[config.mk]
export PLATFORM = sky130hd
export DESIGN_NAME = microwire_serial_eeprom_64x16
export DESIGN_NICKNAME = d
export VERILOG_FILES = /design/src/design/mwe_pkg.sv /design/src/design/mwe_ram.sv /design/src/design/mwe_ctrl.sv /design/src/design/mwe_dp.sv /design/src/design/microwire_serial_eeprom_64x16.sv
export SDC_FILE = /design/constraint.sdc
export NUM_CORES = 1
export LEC_CHECK = 0
export BUFFER_PORTS_ARGS = -buffer_cell sky130_fd_sc_hd__buf_2
export CAP_MARGIN = 20
export CORE_MARGIN = 5
export CORE_UTILIZATION = 40
export CTS_BUF_LIST = sky130_fd_sc_hd__clkbuf_4 sky130_fd_sc_hd__clkbuf_8
export DETAILED_ROUTE_END_ITERATION = 8
export GPL_ROUTABILITY_DRIVEN = 1
export PLACE_DENSITY_LB_ADDON = 0.12
export SLEW_MARGIN = 20
export SYNTH_ARGS = -nofsm -noshare
export SYNTH_HDL_FRONTEND = slang
export SYNTH_SLANG_ARGS = --single-unit
export TNS_END_PERCENT = 10
[constraint.sdc]
create_clock -name clk -period 4.5 [get_ports clk]
set_input_delay 0 -clock clk [delete_from_list [all_inputs] [get_ports clk]]
set_output_delay 0 -clock clk [all_outputs]
set_load 0.01 [all_outputs]
[src/design/mwe_pkg.sv]
package mwe_pkg;

	localparam int WORD_COUNT = 64;
	localparam int WORD_BITS  = 16;
	localparam int ADDR_W     = $clog2(WORD_COUNT);
	localparam int CNT_W      = 5;

	localparam logic [WORD_BITS-1:0] ERASED_WORD = '1;

	// item kinds carried on the slave tuser
	typedef enum logic [1:0] {
		CMD_PINS   = 2'd0,
		CMD_STATUS = 2'd1,
		CMD_CTRL   = 2'd2
	} cmd_t;

	// protocol phase of the emulated part
	typedef enum logic [1:0] {
		PH_IDLE   = 2'd0,
		PH_OPCODE = 2'd1,
		PH_READ   = 2'd2,
		PH_WRITE  = 2'd3
	} phase_t;

	// top two opcode bits
	localparam logic [1:0] OP_SPECIAL = 2'b00;
	localparam logic [1:0] OP_WRITE   = 2'b01;
	localparam logic [1:0] OP_READ    = 2'b10;
	localparam logic [1:0] OP_ERASE   = 2'b11;

	// opcode bits 5:4 of the special group
	localparam logic [1:0] SP_EWDS = 2'b00;
	localparam logic [1:0] SP_WRAL = 2'b01;
	localparam logic [1:0] SP_ERAL = 2'b10;
	localparam logic [1:0] SP_EWEN = 2'b11;

	// pin line bit positions
	localparam int PIN_DI  = 0;
	localparam int PIN_CLK = 1;
	localparam int PIN_CS  = 2;
	localparam int PIN_DO  = 3;

	// control byte bits
	localparam int CTRL_RESET  = 7;
	localparam int CTRL_ENABLE = 3;

	// controller to datapath commands
	typedef struct packed {
		logic load;
		logic commit;
	} ctl_t;

	// datapath to controller status
	typedef struct packed {
		logic out_free;
	} stat_t;

endpackage

[src/design/mwe_ram.sv]
module mwe_ram #(
	parameter int WIDTH = 16,
	parameter int DEPTH = 64
) (
	input  logic                     clk,
	input  logic                     we,
	input  logic [$clog2(DEPTH)-1:0] waddr,
	input  logic [WIDTH-1:0]         wdata,
	input  logic [$clog2(DEPTH)-1:0] raddr,
	output logic [WIDTH-1:0]         rdata
);

	logic [WIDTH-1:0] mem_q [DEPTH];
	logic [WIDTH-1:0] rdata_q;

	// one write port, registered read port
	always_ff @(posedge clk) begin
		if (we) begin
			mem_q[waddr] <= wdata;
		end
		rdata_q <= mem_q[raddr];
	end

	assign rdata = rdata_q;

endmodule

[src/design/mwe_ctrl.sv]
module mwe_ctrl import mwe_pkg::*; (
	input  logic  clk,
	input  logic  arst_n,
	input  logic  s_tvalid,
	output logic  s_tready,
	input  stat_t stat,
	output ctl_t  ctl
);

	typedef enum logic [2:0] {
		S_IDLE  = 3'b001,
		S_FETCH = 3'b010,
		S_EXEC  = 3'b100
	} state_t;

	state_t state_q, state_n;

	assign s_tready = (state_q == S_IDLE);

	// item flow: take item, read word, apply update when output slot is free
	always_comb begin
		state_n    = state_q;
		ctl.load   = 1'b0;
		ctl.commit = 1'b0;
		unique case (state_q)
			S_IDLE: begin
				if (s_tvalid) begin
					ctl.load = 1'b1;
					state_n  = S_FETCH;
				end
			end
			S_FETCH: begin
				state_n = S_EXEC;
			end
			S_EXEC: begin
				if (stat.out_free) begin
					ctl.commit = 1'b1;
					state_n    = S_IDLE;
				end
			end
			default: begin
				state_n = S_IDLE;
			end
		endcase
	end

	always_ff @(posedge clk or negedge arst_n) begin
		if (!arst_n) begin
			state_q <= S_IDLE;
		end else begin
			state_q <= state_n;
		end
	end

endmodule

[src/design/mwe_dp.sv]
module mwe_dp import mwe_pkg::*; (
	input  logic       clk,
	input  logic       arst_n,
	input  ctl_t       ctl,
	output stat_t      stat,
	input  logic [7:0] s_tdata,
	input  logic [1:0] s_tuser,
	output logic       m_tvalid,
	input  logic       m_tready,
	output logic [7:0] m_tdata
);

	// captured item
	cmd_t       cmd_q;
	logic [7:0] val_q;

	// emulated part state
	phase_t                 phase_q, phase_n;
	logic [7:0]             op_q, op_n;
	logic [CNT_W-1:0]       cnt_q, cnt_n;
	logic [WORD_BITS-1:0]   latch_q, latch_n;
	logic                   wp_q, wp_n;
	logic [3:0]             pins_q, pins_n;
	logic                   en_q, en_n;

	// words not written since the last bulk fill read as fill_q
	logic [WORD_BITS-1:0]   fill_q, fill_n;
	logic [WORD_COUNT-1:0]  valid_q;
	logic                   clr_valid;

	// memory port
	logic                   we;
	logic [ADDR_W-1:0]      waddr;
	logic [WORD_BITS-1:0]   wdata;
	logic [WORD_BITS-1:0]   rdata;
	logic [WORD_BITS-1:0]   word;

	// output register
	logic                   m_valid_q;
	logic [7:0]             m_data_q;

	logic                   din;
	logic [CNT_W-1:0]       cnt_inc;
	logic [7:0]             op_sh;
	logic [WORD_BITS-1:0]   latch_sh;

	mwe_ram #(
		.WIDTH(WORD_BITS),
		.DEPTH(WORD_COUNT)
	) u_ram (
		.clk  (clk),
		.we   (we),
		.waddr(waddr),
		.wdata(wdata),
		.raddr(op_q[ADDR_W-1:0]),
		.rdata(rdata)
	);

	assign word     = valid_q[op_q[ADDR_W-1:0]] ? rdata : fill_q;
	assign din      = val_q[PIN_DI];
	assign cnt_inc  = cnt_q + 1'b1;
	assign op_sh    = {op_q[6:0], din};
	assign latch_sh = {latch_q[WORD_BITS-2:0], din};

	// next state for one item
	always_comb begin
		phase_n   = phase_q;
		op_n      = op_q;
		cnt_n     = cnt_q;
		latch_n   = latch_q;
		wp_n      = wp_q;
		pins_n    = pins_q;
		en_n      = en_q;
		fill_n    = fill_q;
		clr_valid = 1'b0;
		we        = 1'b0;
		waddr     = op_q[ADDR_W-1:0];
		wdata     = ERASED_WORD;
		case (cmd_q)
			CMD_PINS: begin
				if (!val_q[PIN_CS]) begin
					// chip select low aborts the command
					if (pins_q[PIN_CS]) begin
						phase_n = PH_IDLE;
						op_n    = '0;
						cnt_n   = '0;
					end
					pins_n = {1'b1, val_q[2:0]};
				end else if (val_q[PIN_CLK] && !pins_q[PIN_CLK]) begin
					pins_n = {pins_q[PIN_DO], val_q[2:0]};
					unique case (phase_q)
						PH_IDLE: begin
							if (din) begin
								phase_n = PH_OPCODE;
								op_n    = '0;
								cnt_n   = '0;
							end
						end
						PH_OPCODE: begin
							op_n  = op_sh;
							cnt_n = cnt_inc;
							if (cnt_inc == CNT_W'(8)) begin
								unique case (op_sh[7:6])
									OP_SPECIAL: begin
										unique case (op_sh[5:4])
											SP_EWDS: begin
												wp_n    = 1'b1;
												phase_n = PH_IDLE;
											end
											SP_WRAL: begin
												cnt_n   = '0;
												latch_n = '0;
												phase_n = PH_WRITE;
											end
											SP_ERAL: begin
												if (!wp_q) begin
													fill_n    = ERASED_WORD;
													clr_valid = 1'b1;
												end
												pins_n[PIN_DO] = 1'b1;
												phase_n        = PH_IDLE;
											end
											SP_EWEN: begin
												wp_n    = 1'b0;
												phase_n = PH_IDLE;
											end
											default: begin
												phase_n = PH_IDLE;
											end
										endcase
									end
									OP_WRITE: begin
										cnt_n   = '0;
										latch_n = '0;
										phase_n = PH_WRITE;
									end
									OP_READ: begin
										cnt_n          = '0;
										phase_n        = PH_READ;
										pins_n[PIN_DO] = 1'b0;
									end
									OP_ERASE: begin
										// protected erase just drops back to idle
										if (!wp_q) begin
											we             = 1'b1;
											waddr          = op_sh[ADDR_W-1:0];
											wdata          = ERASED_WORD;
											pins_n[PIN_DO] = 1'b1;
										end
										phase_n = PH_IDLE;
									end
									default: begin
										phase_n = PH_IDLE;
									end
								endcase
							end
						end
						PH_READ: begin
							// msb first, then step to the next word
							pins_n[PIN_DO] = word[~cnt_q[3:0]];
							cnt_n          = cnt_inc;
							if (cnt_inc[CNT_W-1]) begin
								cnt_n = '0;
								op_n  = {2'b10, op_q[ADDR_W-1:0] + 1'b1};
							end
						end
						PH_WRITE: begin
							latch_n = latch_sh;
							cnt_n   = cnt_inc;
							if (cnt_inc[CNT_W-1]) begin
								if (!wp_q) begin
									if (op_q[6]) begin
										we    = 1'b1;
										wdata = latch_sh;
									end else begin
										fill_n    = latch_sh;
										clr_valid = 1'b1;
									end
								end
								pins_n[PIN_DO] = 1'b1;
								phase_n        = PH_IDLE;
							end
						end
						default: begin
							phase_n = PH_IDLE;
						end
					endcase
				end else begin
					pins_n = {pins_q[PIN_DO], val_q[2:0]};
				end
			end
			CMD_CTRL: begin
				if (val_q[CTRL_RESET]) begin
					en_n    = 1'b0;
					pins_n  = 4'b1000;
					wp_n    = 1'b1;
					phase_n = PH_IDLE;
					op_n    = '0;
					cnt_n   = '0;
				end else begin
					en_n = val_q[CTRL_ENABLE];
				end
			end
			default: begin
			end
		endcase
	end

	// item capture
	always_ff @(posedge clk) begin
		if (ctl.load) begin
			cmd_q <= cmd_t'(s_tuser);
			val_q <= s_tdata;
		end
	end

	// state update
	always_ff @(posedge clk or negedge arst_n) begin
		if (!arst_n) begin
			phase_q <= PH_IDLE;
			op_q    <= '0;
			cnt_q   <= '0;
			latch_q <= '0;
			wp_q    <= 1'b1;
			pins_q  <= 4'b1000;
			en_q    <= 1'b0;
			fill_q  <= ERASED_WORD;
			valid_q <= '0;
		end else if (ctl.commit) begin
			phase_q <= phase_n;
			op_q    <= op_n;
			cnt_q   <= cnt_n;
			latch_q <= latch_n;
			wp_q    <= wp_n;
			pins_q  <= pins_n;
			en_q    <= en_n;
			fill_q  <= fill_n;
			if (clr_valid) begin
				valid_q <= '0;
			end else if (we) begin
				valid_q[waddr] <= 1'b1;
			end
		end
	end

	// result item register
	always_ff @(posedge clk or negedge arst_n) begin
		if (!arst_n) begin
			m_valid_q <= 1'b0;
		end else if (ctl.commit) begin
			m_valid_q <= 1'b1;
		end else if (m_tready) begin
			m_valid_q <= 1'b0;
		end
	end

	always_ff @(posedge clk) begin
		if (ctl.commit) begin
			m_data_q <= {4'b0000, en_n, pins_n[PIN_CS], 1'b1, pins_n[PIN_DO]};
		end
	end

	assign stat.out_free = !m_valid_q || m_tready;
	assign m_tvalid      = m_valid_q;
	assign m_tdata       = m_data_q;

endmodule

[src/design/microwire_serial_eeprom_64x16.sv]
// channel   dir  tdata                        tuser
// s_axis    in   [7:0] value                  [1:0] cmd
// m_axis    out  [2:0] pin_status, [3] enabled -
//
// each item goes through capture, word read and update in turn; the word read is
// set by the registered read port of the 64x16 word memory
// a result waits in the output register; the next item is taken meanwhile
// and its update stalls only while that register is still full
// reset brings the part to idle, protected, all words erased, no clearing pass
module microwire_serial_eeprom_64x16 import mwe_pkg::*; (
	input  logic       clk,
	input  logic       arst_n,
	input  logic       s_tvalid,
	output logic       s_tready,
	input  logic [7:0] s_tdata,  // [7:0] value
	input  logic [1:0] s_tuser,  // [1:0] cmd
	output logic       m_tvalid,
	input  logic       m_tready,
	output logic [7:0] m_tdata   // [2:0] pin_status, [3] enabled, [7:4] zero
);

	ctl_t  ctl;
	stat_t stat;

	mwe_ctrl u_ctrl (
		.clk     (clk),
		.arst_n  (arst_n),
		.s_tvalid(s_tvalid),
		.s_tready(s_tready),
		.stat    (stat),
		.ctl     (ctl)
	);

	mwe_dp u_dp (
		.clk     (clk),
		.arst_n  (arst_n),
		.ctl     (ctl),
		.stat    (stat),
		.s_tdata (s_tdata),
		.s_tuser (s_tuser),
		.m_tvalid(m_tvalid),
		.m_tready(m_tready),
		.m_tdata (m_tdata)
	);

endmodule

## Word level (Yosys, flattened, before mapping)

Memories as Yosys holds them, arrays and structs flattened. A register that Yosys moved wholly into a read port is not among the register bits.
Cells that the tools add are included.

- Memories kept: 1
- Register bits: 132
- Bits in writable memories: 1024
- Output and inout bits: 10
- Word-level logic and storage cells: 204

Memory list:

| memory | depth | bits a word | read ports | clocked after memory_dff | wr ports | RTL line | text |
|---|---|---|---|---|---|---|---|
| u_dp.u_ram.mem_q | 64 | 16 | 1 | 1 | 1 | mwe_ram.sv:13 | `logic [WIDTH-1:0] mem_q [DEPTH];` |

- Equality and inequality tests: 40
- Mux-type cells: 116
- Add/sub/neg operators: 2
- Reduce and logical (&&, ||, !) cells: 24
- $lt $le $gt $ge: 4
- Bitwise gates (word level): 2

Operators with widths:

| operator | number |
|---|---|
| two-way mux 16 bit | 15 |
| two-way mux 64 bit | 2 |
| OR 64 bit | 1 |
| one-hot mux 15 bit (2 select lines) | 2 |
| two-way mux 6 bit | 7 |
| two-way mux 7 bit | 6 |
| two-way mux 1 bit | 41 |
| two-way mux 5 bit | 7 |
| one-hot mux 16 bit (2 select lines) | 1 |
| two-way mux 15 bit | 2 |
| one-hot mux 7 bit (3 select lines) | 1 |
| one-hot mux 5 bit (2 select lines) | 2 |
| one-hot mux 5 bit (4 select lines) | 1 |
| != test 2 bit, second input constant | 9 |
| AND reduction 9 bit | 2 |
| two-way mux 4 bit | 4 |
| != test 4 bit, second input constant | 4 |
| AND reduction 8 bit | 2 |
| == test 2 bit, second input constant | 7 |
| less-than comparator 6 x 7 -> 1 bit, second input constant | 2 |
| two-way mux 2 bit | 7 |
| one-hot mux 7 bit (2 select lines) | 1 |
| != test 2 x 1 -> 1 bit, second input constant | 6 |
| != test 3 bit, second input constant | 4 |
| other kinds (34) | 52 |

## Longest topological paths before layout

- Depth in word-level cells: 14
- Depth in mapped cells: 12
- Gate-level depth less buffers: 9

## Hierarchy

From an unflattened synthesis, not the netlist that was laid out.

- Cell total of the unflattened synthesis: 2556
- Area total of the unflattened synthesis: 46857.4 um^2

By module, submodules not included:

| module | area an instance (um^2) | times used | cells an instance | sequential area each (um^2) |
|---|---|---|---|---|
| mwe_ram | 39978.3 | 1 | 1820 | 31069.8 |
| mwe_dp | 6722.7 | 1 | 725 | 3200.6 |
| mwe_ctrl | 156.4 | 1 | 11 | 76.3 |

## Worst setup path before layout

Ideal clock, no wire load.

- Path type: register to register
- From: reg u_dp.cmd_q[1]
- To: mem u_dp.u_ram.mem_q[59][0] (enable)
- Data required time: 4.112 ns
- Data arrival time: 3.006 ns
- Slack: 1.106 ns
- Stages on the path, launching flop included: 11
- Clock period less this slack: 3.394 ns
- Setup time: 0.388 ns
- Path through: edfxtp_1 or3b_4 nor4b_2 and4_1 buf_2 and2_1 buf_2 nor2_1 or3_1 buf_2 nor2_1

- Word-level cells in the longest chain between the ends: 4

RTL lines:

| item | RTL line | text |
|---|---|---|
| start, declared | mwe_dp.sv:14 | `cmd_t cmd_q;` |
| start signal, assigned | mwe_dp.sv:212 | `cmd_q <= cmd_t'(s_tuser);` |
| zero test 2 bit * | mwe_dp.sv:79 | `case (cmd_q)` |
| two-way mux 1 bit | mwe_dp.sv:79 |  |
| two-way mux 1 bit | mwe_ram.sv:18 | `if (we) begin` |
| two-way mux 1 bit (implied by the code) | mwe_ram.sv:19 | `mem_q[waddr] <= wdata;` |
| end, declared | mwe_ram.sv:13 |  |

Mark *: on every way between the ends. The rest lies on a longest branch, timed or not.

## Worst setup path in the final report

- From: reg u_dp.cmd_q[1]
- To: mem u_dp.u_ram.mem_q[50][0] (enable)

Same word-level chain as after synthesis.

==> metrics.md <==
| Metric | Value |
|---|---|
| Slew margin rel. | `28.7%` |
| Initial antenna violation count | `4` |
| Vias post-DR | `22900` |
| CP max stage cell | `nor2_2` |
| Synthesized area | `46400 µm²` |
| Max VDD drop | `266 µV` |
| Clock root buffer | `clkbuf_8` |
| CTS buffer count | `196` |
| Total Routed Length | `114000 µm` |
| Clk sinks | `1168` |
| Slew @ Worst Pin | `1.07 ns` |
| Clock-pin slew on the worst setup and hold paths | `0.06 ns` |
| Unique cell type count in the Yosys netlist | `77` |
| Worst Reg-to-Reg Cells | `7` |
| R2r startpoint | `u_dp.cmd_q[1]$_DFFE_PP_` |
| Critical path buffers and inverters | `0` |
| Vias/cell | `5.49` |
| Achievable Freq | `260 MHz` |
| Worst path top cell family by delay | `simple AND/OR/NAND/NOR gates` |
| Pins over their slew limit | `0` |
| FFs w/ async S/R, synth | `10.1%` |
| Number of synthesized register bits | `1168` |
| Top FF cell, synth | `edfxtp_1` |
| Hold Path Class | `in -> reg` |
| Clock share of power | `43.0%` |
| Internal | `17.1 mW` |
| Worst Skew | `0.0515 ns` |
| Final setup viols | `0` |
| Die width | `351 µm` |
| CP required | `4.96 ns` |
| Hold path endpoint | `u_ctrl.state_q[0]$_DFFE_PN1P_` |
| Gates resized, CTS repair | `0` |
| Min cycle time layout | `3.84 ns` |
| Unrepaired setup endpoints after global routing | `false` |
| Port bufs | `15` |
| Leakage | `19.9 nW` |
| Synth-to-Final Area Change | `14.4%` |
| Post-route insts no fill | `4170` |
| Critical path startpoint category | `flip-flop` |
| CP Capture Type | `flip-flop` |
| Standard-cell rows | `125` |
| DP HPWL | `66500 µm` |
| Part of the Yosys area used for sequential elements | `74.0%` |
| Sequential power share | `54.4%` |
| Outcome | `completed` |
| Most common cell after layout, fill and taps aside | `edfxtp_1` |
| Critical path's largest stage delay | `0.94 ns` |
| Post-CTS setup buffers | `0` |
| Largest net degree at the start of global routing | `119` |
| Clk_lat worst skew | `0.88 ns` |
| Die height | `351 µm` |
| WS Path Type | `reg -> reg` |
| Power Total | `21.7 mW` |
| TNS Setup | `0 ns` |
| Sw Share | `21.3%` |
| Residual DRC count | `0` |
| Final nets | `2522` |
| Max-cap violation count | `0` |
| Worst Hold Path Cells | `4` |
| All-Layer GR Usage | `18.8%` |
| DRT antenna net count | `0` |
| IO Pins | `24` |
| Placer Congestion | `0.807` |
| Starting DRT DRC Count | `1951` |
| TritonRoute pass-1 iters | `6` |
| Vias in the first global route | `24200` |
| Number of flops mapped to enable cells by yosys | `1034` |
| Worst min-delay path startpoint | `s_tvalid` |
| DR WL/cell | `27.3 µm` |
| Reg2reg end | `u_dp.u_ram.mem_q[50][0]$_DFFE_PP_` |
| Net Switching | `4.61 mW` |
| Reg2reg setup slack | `0.66 ns` |
| Cell Chain, Critical Path | `or3b_4 > nor4b_2 > nand4_1 > nor2_1 > mux2_2 > nand2_1 > nor2_2` |
| Most frequent cells in the layout | `edfxtp_1 (1034), mux4_2 (345), clkbuf_8 (204), nor2_1 (119), dfrtp_1 (95)` |
| Die area | `123000 µm²` |
| CP Data Arrival Time | `4.30 ns` |
| Initial Util | `40.1%` |
| Placed Instances | `3798` |
| Total grt overflow | `0` |
| Synth Area per Inst | `20.3 µm²` |
| TritonCTS clock tree | `done` |
| Logic gate share of total power | `2.5%` |
| Power Density | `408 nW/µm²` |
| Synth Instances | `2283` |
| Yosys warns | `0` |
| Clk buf depth | `3` |
| Crit Path Max Fanout | `16` |
| Final Cycle Share | `85.3%` |
| Fill count | `9821` |
| Layout cells sized above 1 | `34.2%` |
| H-tree levels | `4` |
| First-pass GRT wire length | `166000 µm` |
| Core region area | `116000 µm²` |
| Final Hold Viols | `0` |
## worst max-delay path by stage
stage	start	to	slack, ns	cells past startpoint
finish	u_dp.cmd_q[1]$_DFFE_PP_	u_dp.u_ram.mem_q[50][0]$_DFFE_PP_	0.66	7
global route	u_dp.cmd_q[1]$_DFFE_PP_	u_dp.u_ram.mem_q[50][0]$_DFFE_PP_	0.47	7
CTS	u_dp.cmd_q[1]$_DFFE_PP_	u_dp.u_ram.mem_q[3][7]$_DFFE_PP_	0.67	7
detailed placement	u_dp.cmd_q[1]$_DFFE_PP_	u_dp.u_ram.mem_q[3][12]$_DFFE_PP_	0.71	7
global placement	u_dp.cmd_q[1]$_DFFE_PP_	u_dp.u_ram.mem_q[50][12]$_DFFE_PP_	0.77	7
floorplan	u_dp.cmd_q[1]$_DFFE_PP_	u_dp.u_ram.mem_q[59][0]$_DFFE_PP_	1.11	10
## synthesized netlist by cell type, drive strengths merged (7+ instances only)
library cell,instances,area [µm²]
a21oi,77,385
a22o,10,87.6
a22oi,12,90.1
a31oi,7,43.8
and2,13,81.3
buf,51,295
clkbuf,78,293
dfrtp,99,2480
dfstp,19,499
dfxtp,16,320
edfxtp,1034,31000
ha,14,175
inv,10,37.5
mux2i,22,220
mux4,345,7770
nand2,89,334
nand2b,27,169
nand3,16,90.1
nand4,16,100
nor2,174,668
nor2b,11,68.8
nor3,9,71.3
o21ai,35,179
o22a,16,140
o31ai,8,60.1
## worst register-to-register path, delay by kind of cell, from the launching register on
kind / cells / cell delay, ns
flip-flops: 1 / 0.49
multiplexers: 1 / 0.22
AND/OR/NAND/NOR: 6 / 2.74
## routing by layer
metal  share of wire (%)  GRT usage (%)
met5                   0              0
met3                 6.1           4.66
met2                  48           29.6
met4                 2.5           6.40
met1                  44           25.9
## per-stage QoR
stage,hold slack (ns),util [%],setup WS [ns],area (µm²)
floorplan,-0.296,-,1.11,46400
global placement,0.0966,42.3,0.773,48900
detailed placement,0.110,42.3,0.709,49000
CTS,0.114,45.8,0.673,53000
global route,0.235,45.9,0.471,53100
finish,0.245,45.9,0.660,53100
## flip-flops by register name (all words and copies together), names as in the netlist
| signal | cells |
|---|---|
| u_dp.phase_q | 2 |
| u_dp.u_ram.rdata | 16 |
| u_dp.latch_q | 15 |
| u_dp.en_q | 1 |
| u_dp.cnt_q | 5 |
| u_dp.m_tdata | 3 |
| u_dp.cmd_q | 2 |
| u_dp.val_q | 5 |
| u_ctrl.state_q | 3 |
| u_dp.valid_q | 64 |
| u_dp.wp_q | 1 |
| u_dp.u_ram.mem_q | 1024 |
| u_dp.op_q | 7 |
| u_dp.pins_q | 3 |
| u_dp.m_tvalid | 1 |
| u_dp.fill_q | 16 |
## power by group through the flow
stage                     Sequential, mW  Clock, mW  Combinational (mW)
after floorplan                     12.0          0               0.379
after global placement              12.0          0               0.526
after detailed placement            12.0          0               0.534
after CTS                           11.8       9.61               0.555
after global routing                11.8       10.1               0.607
final                               11.8       9.32               0.550
## final cells by class
class	count	area (µm²)	area share, %
Inverter	11	43.8	0.0825
Antenna cell	6	15.0	0.0283
Sequential cell	1168	34400	64.7
Timing Repair Buffer	139	1280	2.41
Tap cell	1524	1910	3.59
Clock buffer	282	3390	6.39
Multi-Input combinational cell	978	11600	21.9
Clock inverter	62	468	0.881
## kinds of logic (layout without fill, tap and decap cells)
logic type	Yosys count	count (layout)	synth area share (%)
AOI/OAI and AO/OA	195	195	2.71
xor gates and xnor gates	2	2	0.0378
adders and majority gates	14	14	0.378
buffers and inverters	140	494	1.36
DFF	1168	1168	74.0
muxes	370	370	17.3
other	2	11	0.0162
and+or+nand+nor	392	392	4.16
## what timing repair did
action | 4_1_cts | 5_1_grt
setup endpoints to repair | 0 | 0
hold buffers | 21 | 0
endpoints found under the hold margin | 139 | 0
(Power assumes the default switching activity.)
